`src/hw/rtl/sample_store_range_stats_assert.svh`:
```
// ----------------------------------------------------------------------------
// Assertion macros for the sample store range statistics block
// Every macro samples on clk and is disabled while arst_n is low.
// ----------------------------------------------------------------------------
`ifndef SAMPLE_STORE_RANGE_STATS_ASSERT_SVH
`define SAMPLE_STORE_RANGE_STATS_ASSERT_SVH

// Consequent must hold in the same cycle as the antecedent
`define SSRS_ASSERT_SAME(lbl, ante, cons) \
	lbl: assert property (@(posedge clk) disable iff (!arst_n) (ante) |-> (cons)) \
		else $error("ssrs assertion failed");

// Consequent must hold in the cycle after the antecedent
`define SSRS_ASSERT_NEXT(lbl, ante, cons) \
	lbl: assert property (@(posedge clk) disable iff (!arst_n) (ante) |=> (cons)) \
		else $error("ssrs assertion failed");

`endif

```
`src/hw/rtl/ssrs_pkg.sv`:
```
// ----------------------------------------------------------------------------
// ssrs_pkg
// Shared constants, codes and inter-module structs of the sample store.
// ----------------------------------------------------------------------------
package ssrs_pkg;

	localparam int STORE_DEPTH = 1024;
	localparam int SAMPLE_BITS = 16;
	localparam int RANGE_BITS  = 16;
	localparam int IDX_W       = $clog2(STORE_DEPTH);
	localparam int CNT_W       = IDX_W + 1;
	// sum of a full store of signed samples
	localparam int SUM_W       = SAMPLE_BITS + IDX_W + 1;
	localparam int MAG_W       = SUM_W - 1;
	localparam int DIV_STEP_W  = $clog2(MAG_W);

	typedef enum logic [1:0] {
		ACT_APPEND = 2'd0,
		ACT_QUERY  = 2'd1,
		ACT_CLEAR  = 2'd2,
		ACT_NOP    = 2'd3
	} action_t;

	typedef enum logic [1:0] {
		STAT_OK        = 2'd0,
		STAT_BAD_RANGE = 2'd1,
		STAT_NO_DATA   = 2'd2,
		STAT_FULL      = 2'd3
	} status_t;

	typedef enum logic [2:0] {
		ST_IDLE,
		ST_SCAN,
		ST_DRAIN,
		ST_DIV_GO,
		ST_DIV_WAIT,
		ST_RESP
	} state_t;

	typedef struct packed {
		logic                          en;
		logic [IDX_W-1:0]              addr;
		logic signed [SAMPLE_BITS-1:0] data;
	} mem_wr_t;

	typedef struct packed {
		logic                    start;
		logic signed [SUM_W-1:0] dividend;
		logic [CNT_W-1:0]        divisor;
	} div_req_t;

	typedef struct packed {
		logic                          done;
		logic signed [SAMPLE_BITS-1:0] quotient;
	} div_res_t;

endpackage

```
`src/hw/rtl/ssrs_div.sv`:
```
// ----------------------------------------------------------------------------
// ssrs_div
// Serial signed-by-unsigned divider, one quotient bit per cycle, truncating.
// ----------------------------------------------------------------------------
module ssrs_div (
	input  logic               clk,
	input  logic               arst_n,
	input  ssrs_pkg::div_req_t req,
	output ssrs_pkg::div_res_t res
);

	localparam logic [ssrs_pkg::DIV_STEP_W-1:0] LAST_STEP =
		ssrs_pkg::DIV_STEP_W'(ssrs_pkg::MAG_W - 1);

	logic                               busy_q;
	logic                               done_q;
	logic [ssrs_pkg::DIV_STEP_W-1:0]    step_q;
	logic                               neg_q;
	logic [ssrs_pkg::CNT_W-1:0]         divisor_q;
	logic [ssrs_pkg::CNT_W-1:0]         rem_q;
	logic [ssrs_pkg::MAG_W-1:0]         quo_q;

	logic [ssrs_pkg::SUM_W-1:0]         mag_full;
	logic [ssrs_pkg::CNT_W:0]           rem_sh;
	logic [ssrs_pkg::CNT_W:0]           rem_sub;
	logic                               fits;
	logic [ssrs_pkg::SAMPLE_BITS-1:0]   quo_lo;

	// magnitude of the dividend at start
	assign mag_full = req.dividend[ssrs_pkg::SUM_W-1] ? -req.dividend : req.dividend;

	// one restoring step: shift in next dividend bit, try subtract
	assign rem_sh  = {rem_q, quo_q[ssrs_pkg::MAG_W-1]};
	assign fits    = rem_sh >= {1'b0, divisor_q};
	assign rem_sub = rem_sh - {1'b0, divisor_q};

	// control
	always_ff @(posedge clk or negedge arst_n) begin
		if (!arst_n) begin
			busy_q <= 1'b0;
			done_q <= 1'b0;
			step_q <= '0;
		end else begin
			done_q <= 1'b0;
			if (req.start) begin
				busy_q <= 1'b1;
				step_q <= '0;
			end else if (busy_q) begin
				step_q <= step_q + 1'b1;
				if (step_q == LAST_STEP) begin
					busy_q <= 1'b0;
					done_q <= 1'b1;
				end
			end
		end
	end

	// datapath
	always_ff @(posedge clk) begin
		if (req.start) begin
			neg_q     <= req.dividend[ssrs_pkg::SUM_W-1];
			divisor_q <= req.divisor;
			rem_q     <= '0;
			quo_q     <= mag_full[ssrs_pkg::MAG_W-1:0];
		end else if (busy_q) begin
			rem_q <= fits ? rem_sub[ssrs_pkg::CNT_W-1:0] : rem_sh[ssrs_pkg::CNT_W-1:0];
			quo_q <= {quo_q[ssrs_pkg::MAG_W-2:0], fits};
		end
	end

	// restore sign on the low bits only, the mean always fits a sample
	assign quo_lo       = quo_q[ssrs_pkg::SAMPLE_BITS-1:0];
	assign res.done     = done_q;
	assign res.quotient = neg_q ? -quo_lo : quo_lo;

endmodule
```
`config.mk`:
```
export PLATFORM = sky130hd
export DESIGN_NAME = ssrs_div
export DESIGN_NICKNAME = d
export VERILOG_FILES = /design/src/hw/rtl/sample_store_range_stats_assert.svh /design/src/hw/rtl/ssrs_pkg.sv /design/src/hw/rtl/ssrs_div.sv
export SDC_FILE = /design/constraint.sdc
export NUM_CORES = 1
export LEC_CHECK = 0
export ABC_AREA = 1
export BUFFER_PORTS_ARGS = -buffer_cell sky130_fd_sc_hd__buf_4
export CELL_PAD_IN_SITES_DETAIL_PLACEMENT = 1
export CELL_PAD_IN_SITES_GLOBAL_PLACEMENT = 2
export CORE_MARGIN = 3
export CORE_UTILIZATION = 30
export DETAILED_ROUTE_END_ITERATION = 7
export PLACE_DENSITY = 0.86
export REMOVE_ABC_BUFFERS = 1
export SLEW_MARGIN = 20
export SYNTH_ARGS = -nofsm -noshare
export SYNTH_HDL_FRONTEND = slang
export SYNTH_SLANG_ARGS = --single-unit
export TNS_END_PERCENT = 50
```
`constraint.sdc`:
```
create_clock -name clk -period 1.9 [get_ports clk]
set_input_delay 0.57 -clock clk [delete_from_list [all_inputs] [get_ports clk]]
set_output_delay 0.57 -clock clk [all_outputs]
set_load 0.1 [all_outputs]
```
Yosys cells after proc, flatten, opt, wreduce, memory -nomap -nowiden
Cells that the tools add are included.

word-level totals
  bits in registers = 56
  latch bits = 0
  bits in writable memories = 0
  bits in read-only memories = 0
  output and inout bits = 17
  memories kept = 0

cells by class
  $add $sub $neg = 4
  multipliers = 0
  divide/modulo/power cells = 0
  $lt $le $gt $ge = 1
  equality and inequality tests = 1
  shift-type cells = 0
  muxes and demuxes = 13
  bitwise operators = 0
  reduce and logical (&&, ||, !) cells = 1

operator list
  kind                                          count
  2-to-1 mux 26 bit                             3
  negator 26 bit                                1
  2-to-1 mux 16 bit                             1
  negator 16 bit                                1
  greater-or-equal comparator 12 x 11 -> 1 bit  1
  2-to-1 mux 11 bit                             1
  subtractor 11 bit                             1
  2-to-1 mux 5 bit                              2
  2-to-1 mux 1 bit                              6
  adder 5 x 1 -> 5 bit, second input constant   1
  equality test 5 bit, second input constant    1
  nonzero test 2 bit                            1

Longest topological paths before layout
Gate-level depths: netlist of the first run.

  depth after elaboration = 4
  mapped depth = 12

Least setup slack after synthesis of the first run
No wires, ideal clock.

  path kind = flip-flop to output port
  start point = register neg_q
  end point = output port res[1] in the netlist's numbering
  arrival = 2.757 ns
  data required time = 1.330 ns
  path slack = -1.427 ns
  cell stages (with the launch flop) = 3
  path buffers = 1
  cells stage by stage = edfxtp_1 > clkbuf_1 > o21ai_0

RTL lines
  item                    line            RTL
  from (decl)             ssrs_div.sv:18  logic neg_q;
  from (signal assigned)  ssrs_div.sv:61  neg_q <= req.dividend[ssrs_pkg::SUM_W-1];
  to (decl)               ssrs_div.sv:9   output ssrs_pkg::div_res_t res

==> impl_summary.txt, run 1 <==
----------------------------------------------------
[Run status]
  Run status ... complete, but fails checks
  Violated checks ... setup timing

[Yosys]
  Mapped cell area ... 4190 um^2
  Number of synthesized flops with an enable pin ... 38
  Yosys reg bits ... 56
  Proportion of register bits with asynchronous set or reset after synthesis ... 12.5%
  Syn Inst Count ... 578
  Synth Flop Type ... sky130_fd_sc_hd__edfxtp_1
  Synthesized area divided by synthesized cell count ... 7.24 um^2
  Library cells used by synthesis ... 43
  Seq/Total Area, Yosys ... 36.7%
  Number of synthesis warnings ... 0

[STA]
  Number of hold violations in the final report ... 0
  Finish-stage setup viols ... 15
  Fin Setup TNS ... -8.08 ns
  Clock skew ... 0.00732 ns
  Transition time at the pin with the least slew margin ... 1.05 ns
  Slew Viols, Final ... 0
  RSZ-0062 raised after global routing ... true
  Max-slew headroom at the worst pin ... 30.1%
  Max Clock Freq ... 382 MHz
  Post-route fraction of the period consumed by the critical path ... 138%
  Worst hold margin ... 0.0574 ns
  Worst path setup slack after routing ... -0.721 ns
  Post-layout min period ... 2.62 ns

[Floorplan]
  Placement Rows ... 42
  Ports placed on the boundary ... 58
  Die width ... 124 um
  Core area ... 13500 um^2
  Effective utilization at floorplan ... 31.1%
  Die Y-Extent ... 124 um
  Die Footprint ... 15400 um^2

[GRT]
  Number of global-route vias before repair ... 4674
  Number of antenna violations at the first check in global routing ... 0
  Total global routing overflow ... 0
  Total Routing Usage GR ... 18.1%
  Wire length of the first global-routing pass ... 21900 um
  Largest net degree at the start of global routing ... 36

[Setup path]
  Startpoint of the worst-slack reg-to-reg timing path ... divisor_q[0]
  Stages on the worst setup path ... 8
  Longest individual stage delay on the worst path ... 0.43 ns
  Worst setup slack for register-to-register paths ... 0.02 ns
  Worst setup path category ... flop to primary output
  Worst Path Arrival ... 2.05 ns
  Launching instance or port of the critical path ... quo_q[3]
  Crit path buf inv count ... 4
  Critical path's top delay family ... buffers and inverters
  Largest fanout of any net on the critical path ... 2
  Cells along the critical path ... nor2_2 -> inv_2 -> nor3_4 -> buf_4 -> buf_6 -> a31oi_4 -> xor2_2 -> buf_12
  Critical Path Slowest Stage Cell ... sky130_fd_sc_hd__edfxtp_1
  Data required time at the worst endpoint ... 1.33 ns
  Path depth of the worst reg2reg path ... 11
  Type of origin of the critical path ... flop
  Endpoint class of the critical path ... primary output
  Endpoint of the worst register-to-register path ... rem_q[1]
  End point of the critical path ... res[8]

[CTS]
  TritonCTS buffer count ... 5
  Clock tree root buffer cell ... sky130_fd_sc_hd__clkbuf_16
  CTS tree ... yes
  Maximum count of clock buffers along a single path ... 2
  Later-pin clock latency in the skew report ... 0.31 ns
  Clock sink count ... 56
  Clock slew seen by the registers of the worst setup and hold paths ... 0.08 ns
  CTS Hold Bufs ... 0
  Total number of H-tree levels ... 2

[Routing]
  Met3 wire len ... 380 um
  DRT iter0 DRCs ... 146
  Top layer used by detailed routing ... met4
  Met1 wire length ... 5870 um
  Final antenna-violating net count ... 0
  Per-cell via count in the routed design ... 4.88
  DRC Markers ... 0
  Per-cell routed wire length ... 15.9 um
  Drt pass-1 iters ... 4
  Via Count ... 4298
  Wire length on met2 ... 7390 um
  Aggregate routed wire length ... 14000 um

[Power and ir drop]
  Largest vdd supply drop ... 0.484 mV
  Total leakage power ... 2.88 nW
  Total power divided by cell area ... 1110 nW/um^2

[Placed design]
  Routability Congestion ... 0.851
  Number of I/O port buffers ... 57
  Detailed-placement wirelength estimate ... 9910 um
  Post-Place Cells ... 851

[Layout]
  Count of antenna diodes in the layout ... 0
  Layout overhead on the synthesized area ... 43.6%
  Share of layout cells above drive strength 1 ... 32.6%
  Number of non-filler instances in the completed layout ... 881
  Layout Nets ... 761

[Hold path]
  Kind of path behind the tightest hold check ... input port to async pin

[Run]
  Max-cap violation count ... 0

----------------------------------------------------
-- state kept, by name, indices dropped and copies added (netlist names) --
register	cells
step_q	5
done_q	1
neg_q	1
divisor_q	11
busy_q	1
rem_q	11
quo_q	26
-- layout by cell type (no fill, tap or decap), types with 13 or more instances in the layout --
cell,netlist,routed
sky130_fd_sc_hd__buf_6,2,14
sky130_fd_sc_hd__nand4_1,20,20
sky130_fd_sc_hd__buf_4,3,107
sky130_fd_sc_hd__nand2_2,15,23
sky130_fd_sc_hd__inv_1,85,77
sky130_fd_sc_hd__nand3_1,57,51
sky130_fd_sc_hd__ha_1,15,13
sky130_fd_sc_hd__edfxtp_1,38,38
sky130_fd_sc_hd__o21ai_0,22,16
sky130_fd_sc_hd__nand2_1,157,144
sky130_fd_sc_hd__nor2_1,47,43
-- cell families after synthesis --
| family | Yosys count | synth area share, % |
|---|---|---|
| and+or+nand+nor | 328 | 36.5 |
| adders and majority gates | 16 | 4.96 |
| buffers and inverters | 106 | 10.6 |
| xor gates and xnor gates | 22 | 4.60 |
| DFF | 56 | 36.7 |
| AOI/OAI and AO/OA | 50 | 6.55 |
-- routing by layer --
| metal | up-vias | GRT usage (%) |
|---|---|---|
| li1 | 2130 | - |
| met1 | 2065 | 20.8 |
| met2 | 78 | 32.7 |
| met3 | 25 | 2.72 |
| met4 | 0 | 8.35 |
| met5 | - | 0 |
-- cell type report --
cell class	instances	area, um^2
Tap cell	176	220
Clock buffer	5	125
Multi-Input combinational cell	418	2560
Timing Repair Buffer	134	1210
Sequential cell	56	1540
Clock inverter	3	26.3
Inverter	89	334
Fill cell	1668	7440
-- what timing repair did --
action                     CTS  global route
pin swaps                   12            24
setup endpoints to repair   27            32
gates cloned                 0             2
buffers inserted             4            16
resized for setup           75            52
-- stage by stage --
stage          power (mW)  area, um^2  util [%]  setup slack, ns
3_3_place_gp         4.72        5160      38.4           -0.415
6_report             6.64        6010      44.7           -0.721
2_1_floorplan        3.83        4070         -            -1.84
5_1_grt              7.12        6010      44.7           -0.844
3_5_place_dp         4.82        5160      38.4           -0.517
4_1_cts              6.11        5650      42.0           -0.580
-- power breakdown --
| group | leakage (nW) | internal [mW] | switching (mW) |
|---|---|---|---|
| sequential | 0.582 | 1.52 | 0.140 |
| combinational | 2.22 | 1.61 | 2.37 |
| clock | 0.0748 | 0.503 | 0.496 |
-- Yosys cell counts (2+ instances only) --
| cell type | n | area, um^2 |
|---|---|---|
| sky130_fd_sc_hd__a21oi_1 | 12 | 60.1 |
| sky130_fd_sc_hd__a31oi_1 | 4 | 25.0 |
| sky130_fd_sc_hd__buf_2 | 4 | 20.0 |
| sky130_fd_sc_hd__buf_4 | 3 | 22.5 |
| sky130_fd_sc_hd__buf_6 | 2 | 22.5 |
| sky130_fd_sc_hd__clkbuf_1 | 6 | 22.5 |
| sky130_fd_sc_hd__dfrtp_1 | 7 | 175 |
| sky130_fd_sc_hd__dfxtp_1 | 11 | 220 |
| sky130_fd_sc_hd__edfxtp_1 | 38 | 1140 |
| sky130_fd_sc_hd__ha_1 | 15 | 188 |
| sky130_fd_sc_hd__inv_1 | 85 | 319 |
| sky130_fd_sc_hd__inv_2 | 4 | 15.0 |
| sky130_fd_sc_hd__nand2_1 | 157 | 589 |
| sky130_fd_sc_hd__nand2_2 | 15 | 93.8 |
| sky130_fd_sc_hd__nand3_1 | 57 | 285 |
| sky130_fd_sc_hd__nand3_2 | 6 | 60.1 |
| sky130_fd_sc_hd__nand3b_1 | 6 | 45.0 |
| sky130_fd_sc_hd__nand4_1 | 20 | 125 |
| sky130_fd_sc_hd__nor2_1 | 47 | 176 |
| sky130_fd_sc_hd__nor2_2 | 2 | 12.5 |
| sky130_fd_sc_hd__nor2_4 | 2 | 22.5 |
| sky130_fd_sc_hd__nor3_1 | 7 | 35.0 |
| sky130_fd_sc_hd__o21ai_0 | 22 | 110 |
| sky130_fd_sc_hd__o21ai_1 | 3 | 15.0 |
| sky130_fd_sc_hd__o22ai_1 | 5 | 31.3 |
| sky130_fd_sc_hd__xnor2_1 | 6 | 52.6 |
| sky130_fd_sc_hd__xor2_1 | 16 | 140 |
-- worst min path at each step --
stage | cells after the start | end | from
3_5_place_dp | 1 | done_q | arst_n
5_1_grt | 1 | done_q | arst_n
3_3_place_gp | 1 | done_q | arst_n
4_1_cts | 1 | step_q[1] | arst_n
6_report | 1 | step_q[2] | arst_n
2_1_floorplan | 0 | busy_q | arst_n
No activity file was read; power rests on OpenSTA's default activity.
==> inputs of run 2 (changes only) <==
Settings changed: CELL_PAD_IN_SITES_DETAIL_PLACEMENT 1 to unset, CELL_PAD_IN_SITES_GLOBAL_PLACEMENT 2 to unset, CORE_UTILIZATION 30 to 35, PLACE_DENSITY 0.86 to 0.64.
Clock period 1.9 ns to 2.1 ns, I/O delays scaled along.
==> impl_summary.txt, run 2 (same netlist as run 1, synthesis figures left out) <==
----------------------------------------------------
[Layout]
  Layout overhead on the synthesized area ... 32.0%
  Register with the most flip-flops ... quo_q
  Util after Layout ... 47.8% (+3.1 points)
  Share of layout cells above drive strength 1 ... 26.4% (-6.2 points)
  Layout Nets ... 727 (-4.5%)
  Count of antenna diodes in the layout ... 0 (unchanged)
  Final instance area ... 5530 um^2 (-8.1%)
  Leading cell type in the layout, fill and taps excluded ... sky130_fd_sc_hd__nand2_1
  Biggest registers after layout ... quo_q x26, divisor_q x11, rem_q x11
  Highest-count cells in the layout ignoring fill and taps ... sky130_fd_sc_hd__nand2_1, sky130_fd_sc_hd__buf_4, sky130_fd_sc_hd__inv_1
  Flip-flop count of the largest register after layout ... 26 (unchanged)

[Setup path]
  Path depth of the worst reg2reg path ... 10 (-1)
  Endpoint of the worst register-to-register path ... quo_q[0]
  Critical Path Slowest Stage Cell ... sky130_fd_sc_hd__edfxtp_1
  Worst setup path category ... flop to primary output
  Cells along the critical path ... inv_2 -> buf_6 -> nand3_4 -> nor2_4 -> inv_2 -> o21ai_4 -> o21ai_1 -> xor2_1 -> buf_6
  Data required time at the worst endpoint ... 1.47 ns (+0.14 ns)
  Launching instance or port of the critical path ... quo_q[0]
  Largest fanout of any net on the critical path ... 3 (+1)
  Endpoint class of the critical path ... primary output
  End point of the critical path ... res[13]
  Worst Path Arrival ... 1.94 ns (-0.11 ns)
  Longest individual stage delay on the worst path ... 0.40 ns (-0.03 ns)
  Startpoint of the worst-slack reg-to-reg timing path ... quo_q[25]
  Type of origin of the critical path ... flop
  Worst setup slack for register-to-register paths ... 0.13 ns (+0.11 ns)

[Routing]
  Drt pass-1 iters ... 5 (+1)
  Aggregate routed wire length ... 11000 um (-21%)
  DRT iter0 DRCs ... 266 (+82%)
  Per-cell via count in the routed design ... 4.96 (+1.7%)
  Via Count ... 4037 (-6.1%)
  DRC Markers ... 0 (unchanged)
  Final antenna-violating net count ... 0 (unchanged)
  Per-cell routed wire length ... 13.6 um (-15%)

[Run status]
  Run status ... complete, but fails checks
  Violated checks ... setup timing

[CTS]
  Clock sink count ... 56 (unchanged)
  Clock tree root buffer cell ... sky130_fd_sc_hd__clkbuf_16
  Later-pin clock latency in the skew report ... 0.29 ns (-0.02 ns)
  TritonCTS buffer count ... 5 (unchanged)
  CTS Hold Bufs ... 0 (unchanged)
  Total number of H-tree levels ... 2 (unchanged)
  CTS tree ... yes
  Maximum count of clock buffers along a single path ... 2 (unchanged)
  Clock slew seen by the registers of the worst setup and hold paths ... 0.08 ns (about the same)

[GRT]
  Number of antenna violations at the first check in global routing ... 0 (unchanged)
  Total global routing overflow ... 0 (unchanged)
  Wire length of the first global-routing pass ... 18900 um (-14%)
  Total Routing Usage GR ... 17.4% (-0.66 points)
  Largest net degree at the start of global routing ... 33 (-8.3%)
  Number of global-route vias before repair ... 4089 (-13%)

[STA]
  Finish-stage setup viols ... 14 (-1)
  Post-layout min period ... 2.57 ns
  Transition time at the pin with the least slew margin ... 0.898 ns (-0.147 ns)
  Max-slew headroom at the worst pin ... 39.9% (+9.9 points)
  Fin Setup TNS ... -4.74 ns (+3.34 ns)
  RSZ-0062 raised after global routing ... true
  Max Clock Freq ... 388 MHz
  Worst path setup slack after routing ... -0.475 ns (+0.246 ns)
  Slew Viols, Final ... 0 (unchanged)
  Post-route fraction of the period consumed by the critical path ... 123%
  Clock skew ... 0.00667 ns (-0.000646 ns)
  Number of hold violations in the final report ... 0 (unchanged)

[Hold path]
  Kind of path behind the tightest hold check ... input port to async pin

[Floorplan]
  Ports placed on the boundary ... 58 (unchanged)
  Die Y-Extent ... 115 um (-7.1%)
  Effective utilization at floorplan ... 36.2% (+5.1 points)
  Placement Rows ... 39 (-7.1%)
  Die width ... 115 um (-7.1%)
  Core area ... 11600 um^2 (-14%)
  Die Footprint ... 13300 um^2 (-14%)

[Placed design]
  Post-detailed-placement cell area ... 4970 um^2 (-3.8%)
  Detailed-placement wirelength estimate ... 8300 um (-16%)
  Routability Congestion ... 0.926 (+8.9%)
  Number of I/O port buffers ... 57 (unchanged)

[Power and ir drop]
  Total leakage power ... 2.65 nW (-8.1%)
  Total power divided by cell area ... 970 nW/um^2 (-12%)
  Largest vdd supply drop ... 0.470 mV (-3.0%)

[Run]
  Max-cap violation count ... 0 (unchanged)

----------------------------------------------------
## run 2: cell types whose count changed in the layout (fill, tap and decap cells not counted), sizes merged
cell,previous run,this run
buf,134,102
clkinvlp,0,1
clkbuf,5,6
nand4,23,22
inv,91,89
and2,2,1
## run 2: per-layer routing
layer / part of all wire, % / global-route usage, % / wire length, um
met4: 0.81 / 3.21 / 89
met1: 45 / 22.9 / 4970
met2: 49 / 30.9 / 5410
met5: 0 / 0 / 0
met3: 5.2 / 2.16 / 571
## run 2: worst min path at each step
stage                 to  startpoint  slack (ns)
6_report       step_q[4]      arst_n        0.14
5_1_grt        step_q[2]      arst_n        0.13
4_1_cts        step_q[4]      arst_n        0.14
3_5_place_dp   step_q[3]      arst_n        0.45
3_3_place_gp   step_q[4]      arst_n        0.45
2_1_floorplan     busy_q      arst_n        0.33
## run 2: worst max-delay path: cells and delay by family (launching register included)
kind	cells	cell delay (ns)
simple gates	2	0.23
compound gates	2	0.25
flops	1	0.40
xor+xnor	1	0.23
buf+inv	4	0.54
## run 2: area by class of cell
type,count,area (um^2)
flip-flops and latches,56,1540
multi-input cells,416,2400
inverters,89,334
repair buffers,102,933
clock buffers,6,129
well taps,143,179
fillers,1109,6040
clock inverters,2,16.3
## run 2: where the power goes
part / switching [mW] / leakage, nW / total, mW / internal, mW
combinational: 1.89 / 2.00 / 3.02 / 1.13
sequential: 0.115 / 0.582 / 1.49 / 1.38
clock: 0.402 / 0.0671 / 0.849 / 0.446
## run 2: through the flow
step | hold WS (ns) | setup slack [ns] | power [mW] | cells
floorplan | 0.334 | -1.70 | 3.46 | 561
global placement | 0.448 | -0.329 | 4.15 | 796
detailed placement | 0.452 | -0.387 | 4.20 | 796
CTS | 0.137 | -0.459 | 5.28 | 809
global route | 0.131 | -0.564 | 5.74 | 814
finish | 0.135 | -0.475 | 5.36 | 814
## run 2: timing repair
item,4_1_cts,5_1_grt
buffers inserted,5,6
pin swaps,11,8
gates resized for setup,58,23
endpoints found under the setup margin,14,17
==> inputs of run 3 (changes only) <==
==> constraint.sdc (replaced) <==
create_clock -name clk -period 2.35 [get_ports clk]
set_input_delay 0.705 -clock clk [delete_from_list [all_inputs] [get_ports clk]]
set_output_delay 0.705 -clock clk [all_outputs]
set_load 0.05 [all_outputs]
==> impl_summary.txt, run 3 (same netlist as run 1, synthesis figures left out) <==
----------------------------------------------------
[Run status]
  Run status ... complete, but fails checks
  Violated checks ... setup timing

[CTS]
  Total number of H-tree levels ... 2 (unchanged)
  TritonCTS buffer count ... 5 (unchanged)
  Clock slew seen by the registers of the worst setup and hold paths ... 0.07 ns (about the same)
  Later-pin clock latency in the skew report ... 0.29 ns (about the same)
  Clock tree root buffer cell ... sky130_fd_sc_hd__clkbuf_16
  Clock sink count ... 56 (unchanged)
  CTS tree ... yes
  Maximum count of clock buffers along a single path ... 2 (unchanged)

[Routing]
  Aggregate routed wire length ... 10500 um (-4.4%)
  DRT iter0 DRCs ... 144 (-46%)
  Per-cell routed wire length ... 13.2 um (-2.3%)
  Per-cell via count in the routed design ... 5.03 (+1.3%)
  Final antenna-violating net count ... 0 (unchanged)
  Drt pass-1 iters ... 5 (unchanged)
  Via Count ... 4006 (-0.77%)
  DRC Markers ... 0 (unchanged)

[Layout]
  Biggest registers after layout ... quo_q x26, divisor_q x11, rem_q x11
  Count of antenna diodes in the layout ... 0 (unchanged)
  Register with the most flip-flops ... quo_q
  Util after Layout ... 44.6% (-3.2 points)
  Flip-flop count of the largest register after layout ... 26 (unchanged)
  Highest-count cells in the layout ignoring fill and taps ... sky130_fd_sc_hd__nand2_1, sky130_fd_sc_hd__inv_1, sky130_fd_sc_hd__buf_4
  Layout overhead on the synthesized area ... 23.2%
  Share of layout cells above drive strength 1 ... 22.0% (-4.4 points)
  Fillcell total ... 1162 (+4.8%)
  Layout Nets ... 710 (-2.3%)
  Leading cell type in the layout, fill and taps excluded ... sky130_fd_sc_hd__nand2_1
  Final instance area ... 5160 um^2 (-6.7%)

[STA]
  Clock skew ... 0.00706 ns (+0.000388 ns)
  Transition time at the pin with the least slew margin ... 0.915 ns (+0.0172 ns)
  Post-layout min period ... 2.63 ns
  Number of hold violations in the final report ... 0 (unchanged)
  Worst hold margin ... 0.209 ns (+0.0737 ns)
  Finish-stage setup viols ... 12 (-2)
  Post-route fraction of the period consumed by the critical path ... 112%
  Max Clock Freq ... 380 MHz
  RSZ-0062 raised after global routing ... true
  Fin Setup TNS ... -1.83 ns (+2.91 ns)
  Max-slew headroom at the worst pin ... 38.8% (-1.1 points)
  Slew Viols, Final ... 0 (unchanged)
  Worst path setup slack after routing ... -0.279 ns (+0.196 ns)

[Setup path]
  Endpoint class of the critical path ... primary output
  Largest fanout of any net on the critical path ... 2 (-1)
  Critical Path Slowest Stage Cell ... sky130_fd_sc_hd__edfxtp_1
  Longest individual stage delay on the worst path ... 0.41 ns (about the same)
  Data required time at the worst endpoint ... 1.64 ns (+0.17 ns)
  Worst setup path category ... flop to primary output
  CP dominant cell by count ... sky130_fd_sc_hd__nand2_1
  Cells along the critical path ... inv_2 -> ha_4 -> nand2_2 -> nor3_4 -> nand4_1 -> nand2b_4 -> nand2_1 -> nand2_1 -> nand2_1 -> buf_6
  Type of origin of the critical path ... flop
  Worst Path Arrival ... 1.92 ns (-0.02 ns)
  Path depth of the worst reg2reg path ... 11 (+1)

[Power and ir drop]
  Total leakage power ... 2.50 nW (-5.5%)
  Largest vdd supply drop ... 0.339 mV (-28%)
  Total power divided by cell area ... 830 nW/um^2 (-14%)

[GRT]
  Largest net degree at the start of global routing ... 28 (-15%)
  Wire length of the first global-routing pass ... 17700 um (-6.4%)
  Number of antenna violations at the first check in global routing ... 0 (unchanged)
  Total global routing overflow ... 0 (unchanged)
  Number of global-route vias before repair ... 3844 (-6.0%)
  Total Routing Usage GR ... 16.2% (-1.2 points)

[Placed design]
  Number of I/O port buffers ... 57 (unchanged)
  Detailed-placement wirelength estimate ... 8130 um (-2.1%)
  Routability Congestion ... 0.925 (-0.13%)
  Post-detailed-placement cell area ... 4860 um^2 (-2.2%)

[Floorplan]
  Ports placed on the boundary ... 58 (unchanged)
  Effective utilization at floorplan ... 36.2% (unchanged)
  Die width ... 115 um (unchanged)
  Core area ... 11600 um^2 (unchanged)
  Die Footprint ... 13300 um^2 (unchanged)
  Placement Rows ... 39 (unchanged)
  Die Y-Extent ... 115 um (unchanged)

[Hold path]
  Kind of path behind the tightest hold check ... input port to async pin

[Run]
  Max-cap violation count ... 0 (unchanged)

----------------------------------------------------
-- run 3: cell count changes in the layout (fill, tap and decap cells not counted), sizes merged --
cell / change
buf: -17
-- run 3: cell type report --
type	count	area (um^2)	share of cell area, %
inverters	89	334	6.48
clock inverters	2	16.3	0.315
well taps	143	179	3.47
clock buffers	6	129	2.50
flip-flops and latches	56	1540	29.8
multi-input cells	416	2280	44.3
repair buffers	85	681	13.2
-- run 3: where the power goes --
part	internal [mW]	switching, mW	total [mW]	leakage (nW)
clock	0.398	0.350	0.748	0.0671
sequential	1.23	0.106	1.34	0.582
combinational	0.835	1.36	2.19	1.85
total	2.47	1.81	4.28	2.50
-- run 3: what timing repair did --
| action | in CTS | in global routing |
|---|---|---|
| resized for setup | 23 | 7 |
| endpoints found under the setup margin | 11 | 12 |
| pin swaps | 9 | 6 |
| setup buffers | 4 | 2 |
| hold buffers | 0 | 0 |
| endpoints found under the hold margin | 0 | 0 |
-- run 3: path summary, 6_finish.rpt --
path,startpoint,endpoint,slack (ns)
worst max-delay path,quo_q[1],res[12],-0.28
worst min-delay path,arst_n,step_q[2],0.21
worst max register to register,divisor_q[0],rem_q[10],0.31
worst min register to register,rem_q[1],rem_q[1],0.47
max in group asynchronous,arst_n,step_q[1],2.02
min in group clk,rem_q[1],rem_q[1],0.47
-- run 3: routing by layer --
metal  vias up  track usage [%]  wire (um)
met5         -                0          0
met4         0             2.35         89
met3        11             2.89        550
met2        89             29.4       5190
met1      1878             20.6       4720
li1       2028                -          -
-- run 3: through the flow --
step                worst slack (ns)  instances  power (mW)
finish                        -0.279        797        4.28
global route                  -0.378        797        4.61
CTS                           -0.246        795        4.27
detailed placement           -0.0910        783        3.44
global placement             -0.0426        783        3.40
floorplan                     -0.578        561        2.85
-- run 3: worst max-delay path, delay by kind of cell (launching register included) --
kind / cells / cell delay, ns
adders and majority gates: 1 / 0.15
buffers and inverters: 2 / 0.28
DFF: 1 / 0.41
and+or+nand+nor: 7 / 0.80
